## src/sv/ieu_pkg.sv

```systemverilog
package ieu_pkg;

    localparam int DEF_MEM_BYTES = 4096;
    localparam int WORD_BYTES    = 8;
    localparam int XLEN          = 64;

    typedef enum logic [9:0] {
        OP_LOADI  = 10'd0,
        OP_MOV    = 10'd1,
        OP_ADD    = 10'd2,
        OP_SUB    = 10'd3,
        OP_MULT   = 10'd4,
        OP_DIV    = 10'd5,
        OP_BR     = 10'd6,
        OP_BRNEG  = 10'd7,
        OP_BRZERO = 10'd8,
        OP_BREQ   = 10'd9,
        OP_BRLT   = 10'd10,
        OP_BRLE   = 10'd11,
        OP_BRGT   = 10'd12,
        OP_BRGE   = 10'd13,
        OP_CMP    = 10'd14,
        OP_LOAD   = 10'd15,
        OP_STORE  = 10'd16,
        OP_LOADA  = 10'd17,
        OP_LOADR  = 10'd18,
        OP_STORER = 10'd19,
        OP_INC    = 10'd20,
        OP_DEC    = 10'd21,
        OP_NOP    = 10'd22,
        OP_HALT   = 10'd23
    } op_t;

    typedef enum logic [2:0] {
        ST_OK      = 3'd0,
        ST_HALT    = 3'd1,
        ST_DIVZERO = 3'd2,
        ST_BADADDR = 3'd3,
        ST_UNKNOWN = 3'd4,
        ST_STOPPED = 3'd5
    } status_t;

    typedef enum logic [3:0] {
        S_CLEAR,
        S_IDLE,
        S_READ,
        S_EXEC,
        S_MUL,
        S_DIV,
        S_MEMRD,
        S_MEMWR,
        S_WB,
        S_OUT
    } state_t;

    typedef struct packed {
        logic clear_step;
        logic latch;
        logic read_regs;
        logic exec;
        logic mul_step;
        logic div_start;
        logic div_step;
        logic mem_rd_step;
        logic mem_wr_step;
        logic writeback;
        logic out_load;
    } cmd_t;

    typedef struct packed {
        logic clear_done;
        logic stopped;
        logic need_mul;
        logic need_div;
        logic need_rd;
        logic need_wr;
        logic unit_done;
    } stat_t;

endpackage

```

## src/sv/ieu_ctrl.sv

```systemverilog
module ieu_ctrl (
    input  logic           clk,
    input  logic           rst_n,
    input  logic           s_tvalid,
    output logic           s_tready,
    output logic           m_tvalid,
    input  logic           m_tready,
    input  ieu_pkg::stat_t st,
    output ieu_pkg::cmd_t  cmd
);
    import ieu_pkg::*;

    state_t state_reg, state_next;

    always_ff @(posedge clk or negedge rst_n)
    begin
        if (!rst_n)
        begin
            state_reg <= S_CLEAR;
        end
        else
        begin
            state_reg <= state_next;
        end
    end

    always_comb
    begin
        state_next = state_reg;
        case (state_reg)
            S_CLEAR: if (st.clear_done) state_next = S_IDLE;
            S_IDLE:  if (s_tvalid) state_next = S_READ;
            S_READ:  state_next = st.stopped ? S_OUT : S_EXEC;
            S_EXEC:
            begin
                if (st.need_mul)      state_next = S_MUL;
                else if (st.need_div) state_next = S_DIV;
                else if (st.need_rd)  state_next = S_MEMRD;
                else if (st.need_wr)  state_next = S_MEMWR;
                else                  state_next = S_WB;
            end
            S_MUL:   if (st.unit_done) state_next = S_WB;
            S_DIV:   if (st.unit_done) state_next = S_WB;
            S_MEMRD: if (st.unit_done) state_next = S_WB;
            S_MEMWR: if (st.unit_done) state_next = S_WB;
            S_WB:    state_next = S_OUT;
            S_OUT:   if (m_tready) state_next = S_IDLE;
            default: state_next = S_IDLE;
        endcase
    end

    always_comb
    begin
        cmd      = '0;
        s_tready = 1'b0;
        m_tvalid = 1'b0;
        case (state_reg)
            S_CLEAR: cmd.clear_step = 1'b1;
            S_IDLE:
            begin
                s_tready  = 1'b1;
                cmd.latch = s_tvalid;
            end
            S_READ:  cmd.read_regs = 1'b1;
            S_EXEC:
            begin
                cmd.exec      = 1'b1;
                cmd.div_start = st.need_div;
            end
            S_MUL:   cmd.mul_step = 1'b1;
            S_DIV:   cmd.div_step = 1'b1;
            S_MEMRD: cmd.mem_rd_step = 1'b1;
            S_MEMWR: cmd.mem_wr_step = 1'b1;
            S_WB:    cmd.writeback = 1'b1;
            S_OUT:   m_tvalid = 1'b1;
            default: cmd = '0;
        endcase
        cmd.out_load = (state_reg == S_READ && st.stopped) || state_reg == S_WB;
    end

endmodule

```

## config.mk

```make
export PLATFORM = sky130hd
export DESIGN_NAME = ieu_ctrl
export DESIGN_NICKNAME = d
export VERILOG_FILES = /design/src/sv/ieu_pkg.sv /design/src/sv/ieu_ctrl.sv
export SDC_FILE = /design/constraint.sdc
export NUM_CORES = 1
export LEC_CHECK = 0
export BUFFER_PORTS_ARGS = -buffer_cell sky130_fd_sc_hd__buf_4
export CAP_MARGIN = 30
export CORE_AREA = 2 2 39 41
export DETAILED_ROUTE_END_ITERATION = 16
export DIE_AREA = 0 0 41 43
export HOLD_SLACK_MARGIN = 0.15
export PLACE_DENSITY = 0.59
export SYNTH_ARGS = -nofsm -noshare
export SYNTH_HDL_FRONTEND = slang
export SYNTH_SLANG_ARGS = --single-unit
```

## constraint.sdc

```tcl
create_clock -name clk -period 2.1 [get_ports clk]
set_clock_uncertainty 0.15 [all_clocks]
set_input_delay 0.63 -clock clk [delete_from_list [all_inputs] [get_ports clk]]
set_output_delay 0.63 -clock clk [all_outputs]
set_load 0.005 [all_outputs]
```

==> results.json <==
{
  "period_share_pct": 98.0,
  "syn-cell-area_um2": 409,
  "overflow": 0,
  "required_ps": 1320,
  "cts_max_path_buffers": 2,
  "maxSlewViolCount": 0,
  "max_stage_delay_ps": 430,
  "wl_um": 1130,
  "clock_sinks": 4,
  "reg2reg_slack_ps": 650,
  "seq_power_share_pct": 18.7,
  "async_flop_share_pct": 100,
  "hold_end": "state_reg[3]",
  "dp_slack_ps": 121,
  "crit_path_end_kind": "primary output",
  "synthTopCellsByArea": "dfrtp_1, nor2_1, a211oi_2",
  "synth-main-ff-cell": "dfrtp_1",
  "syn_area_per_cell_um2": 7.72,
  "synth.yosys.seq_area_share_pct": 24.5,
  "synthesis.nets": 64,
  "nFillCells": 141,
  "min_path_cells": 2,
  "p_int_uw": 464,
  "synth.distinct_cells": 28,
  "yosysMostFrequentCell": "nor2_1",
  "synthCells": 53,
  "drive_gt1_share_pct": 53.7,
  "die_h_um": 43,
  "grt_pass1_wl_um": 1740,
  "slew_headroom_pct": 71.4,
  "diodes": 0,
  "clkPwrFrac_pct": 11.3,
  "dpl_cell_area_um2": 608,
  "ff2ff_path_depth": 5,
  "via_count": 478,
  "die_area_um2": 1760,
  "netlist.area_leader.share_pct": 24.5,
  "port_buffers": 23,
  "die_w_um": 41,
  "synth.top_cells.by_count": "nor2_1, nand2_1, dfrtp_1, o21ai_0, nand2b_1",
  "crit_buf_inv": 1,
  "floorplan.initialDensity_pct": 29.6,
  "first_iter_violations": 8,
  "regArea_um2": 103,
  "area_growth_pct": 64.2,
  "crit_start": "state_reg[1]",
  "critPathKind": "reg2out",
  "yosysWarnings": 0,
  "cp_max_fo": 7,
  "max_freq_ghz": 0.486,
  "synth_seq_cells": 4,
  "finalSetupTns_ps": 0,
  "critPathArrivalTime_ps": 1280,
  "grt_pass1_vias": 436,
  "fin_crit_ps": 2060,
  "status": "finished, final reports clean",
  "final_area_um2": 672,
  "combPwrFrac_pct": 70.0,
  "hold_viol": 0,
  "antenna_left": 0,
  "cp-start-kind": "flop",
  "finalPower_uw": 808,
  "maxCapViolCount": 0,
  "htree_levels": 1,
  "worst_pin_slew_ps": 425,
  "cts_buffers": 3,
  "largest_register_ff_count": 4,
  "power.density_nw_per_um2": 1200,
  "antenna_found_initial": 0,
  "vdd_drop_max_mv": 0.618,
  "worstReg2RegStart": "state_reg[0]",
  "dr.pass1.iters": 3,
  "power_switching_uw": 344,
  "netlist.top_cell.by_area": "dfrtp_1",
  "finalSetupViolCount": 0,
  "cts-root-buf": "clkbuf_4",
  "top_level_ports": 24,
  "rsz0062_at_grt": "true",
  "grt_util_all_layers_pct": 14.1,
  "crit_slowest_cell": "dfrtp_2",
  "critPathTopFamily": "flip-flops",
  "multi_input_area_um2": 295,
  "path_cells": "nand2b_1 -> a211oi_2 -> buf_4",
  "place.gp.congestion": 0.840,
  "swShare_pct": 42.6,
  "p_leak_uw": 0.000303,
  "synth_edf_count": 0,
  "worst_hold_startpoint": "m_tready",
  "dp_hpwl_um": 924,
  "core_um2": 1380,
  "r2r-end": "state_reg[1]",
  "wl_per_cell_um": 11.6,
  "hp-class": "in2reg",
  "post-route-drc-count": 0,
  "clk_latency_ps": 230,
  "clk_pin_slew_worst_paths_ps": 40,
  "cts_tree": "done",
  "via_per_inst": 4.88,
  "finalNetCount": 95,
  "rows": 14,
  "worst_slack_ps": 42.0,
  "grt_max_degree": 8
}
## metal layers
metal  part of all wire (%)  vias to the layer above  track usage, %
met4                      0                        0            6.00
met3                    5.5                        0               0
met2                     50                       14            21.9
li1                       -                      248               -
met5                      0                        -               0
met1                     45                      216            19.9
## logic make-up (layout without fill, tap and decap cells)
group / Yosys count / in the layout / synth area share [%]
AO/OA/AOI/OAI: 14 / 14 / 26.9
buffers and inverters: 5 / 34 / 7.65
flip-flops: 4 / 4 / 24.5
AND/OR/NAND/NOR: 30 / 30 / 41.0
## placed cells by master (no fill, tap or decap), types with 2 or more instances in the layout
| cell | Yosys | layout |
|---|---|---|
| dfrtp_1 | 4 | 2 |
| nor2b_1 | 2 | 2 |
| inv_1 | 2 | 2 |
| nand2_1 | 5 | 4 |
| nor2_4 | 1 | 2 |
| nor3_2 | 1 | 2 |
| nor2_1 | 8 | 8 |
| buf_4 | 1 | 27 |
| a21oi_1 | 2 | 2 |
| clkbuf_4 | 0 | 3 |
| a211oi_2 | 2 | 2 |
| dfrtp_2 | 0 | 2 |
| o21ai_0 | 4 | 4 |
| nand2b_1 | 3 | 3 |
## cell type report
type,count,share of cell area (%)
tap,16,2.98
clock buffer,3,3.35
sequential,4,15.3
multi-input combinational,44,43.9
inverter,2,1.12
timing repair buffer,29,33.3
## worst reg2reg max path: stages, from the launching register on
cell and delay [ps]:
dfrtp_2 450, buf_4 180, a21oi_1 110, o21ai_0 80
a21oi_1 230, o22ai_1 130
## worst max path at each step
| stage | to | slack [ps] | depth (start not counted) |
|---|---|---|---|
| after floorplan | cmd[5] | 280 | 4 |
| after global placement | cmd[0] | 110 | 4 |
| after detailed placement | cmd[0] | 120 | 4 |
| after CTS | cmd[5] | 1 | 4 |
| after global routing | cmd[5] | -20 | 4 |
| final | cmd[0] | 40 | 3 |
## timing repair
| action | CTS | global route |
|---|---|---|
| setup buffers | 0 | 1 |
| endpoints found under the hold margin | 4 | 0 |
| resized for setup | 1 | 7 |
| hold buffers | 1 | 0 |
| pin swaps | 1 | 4 |
| endpoints found under the setup margin | 3 | 4 |
## through the flow
step	hold WS, ps	instances	util (%)
after floorplan	184	53	-
after global placement	276	93	43.9
after detailed placement	277	93	43.9
after CTS	452	97	46.5
after global routing	461	98	48.6
final	461	98	48.6
## power by group through the flow
stage	clock (uW)	combinational (uW)	sequential (uW)
after floorplan	0	343	136
after global placement	0	525	145
after detailed placement	0	521	144
after CTS	98.3	535	145
after global routing	97.5	625	158
final	91.5	566	151
(Power assumes the default switching activity.)
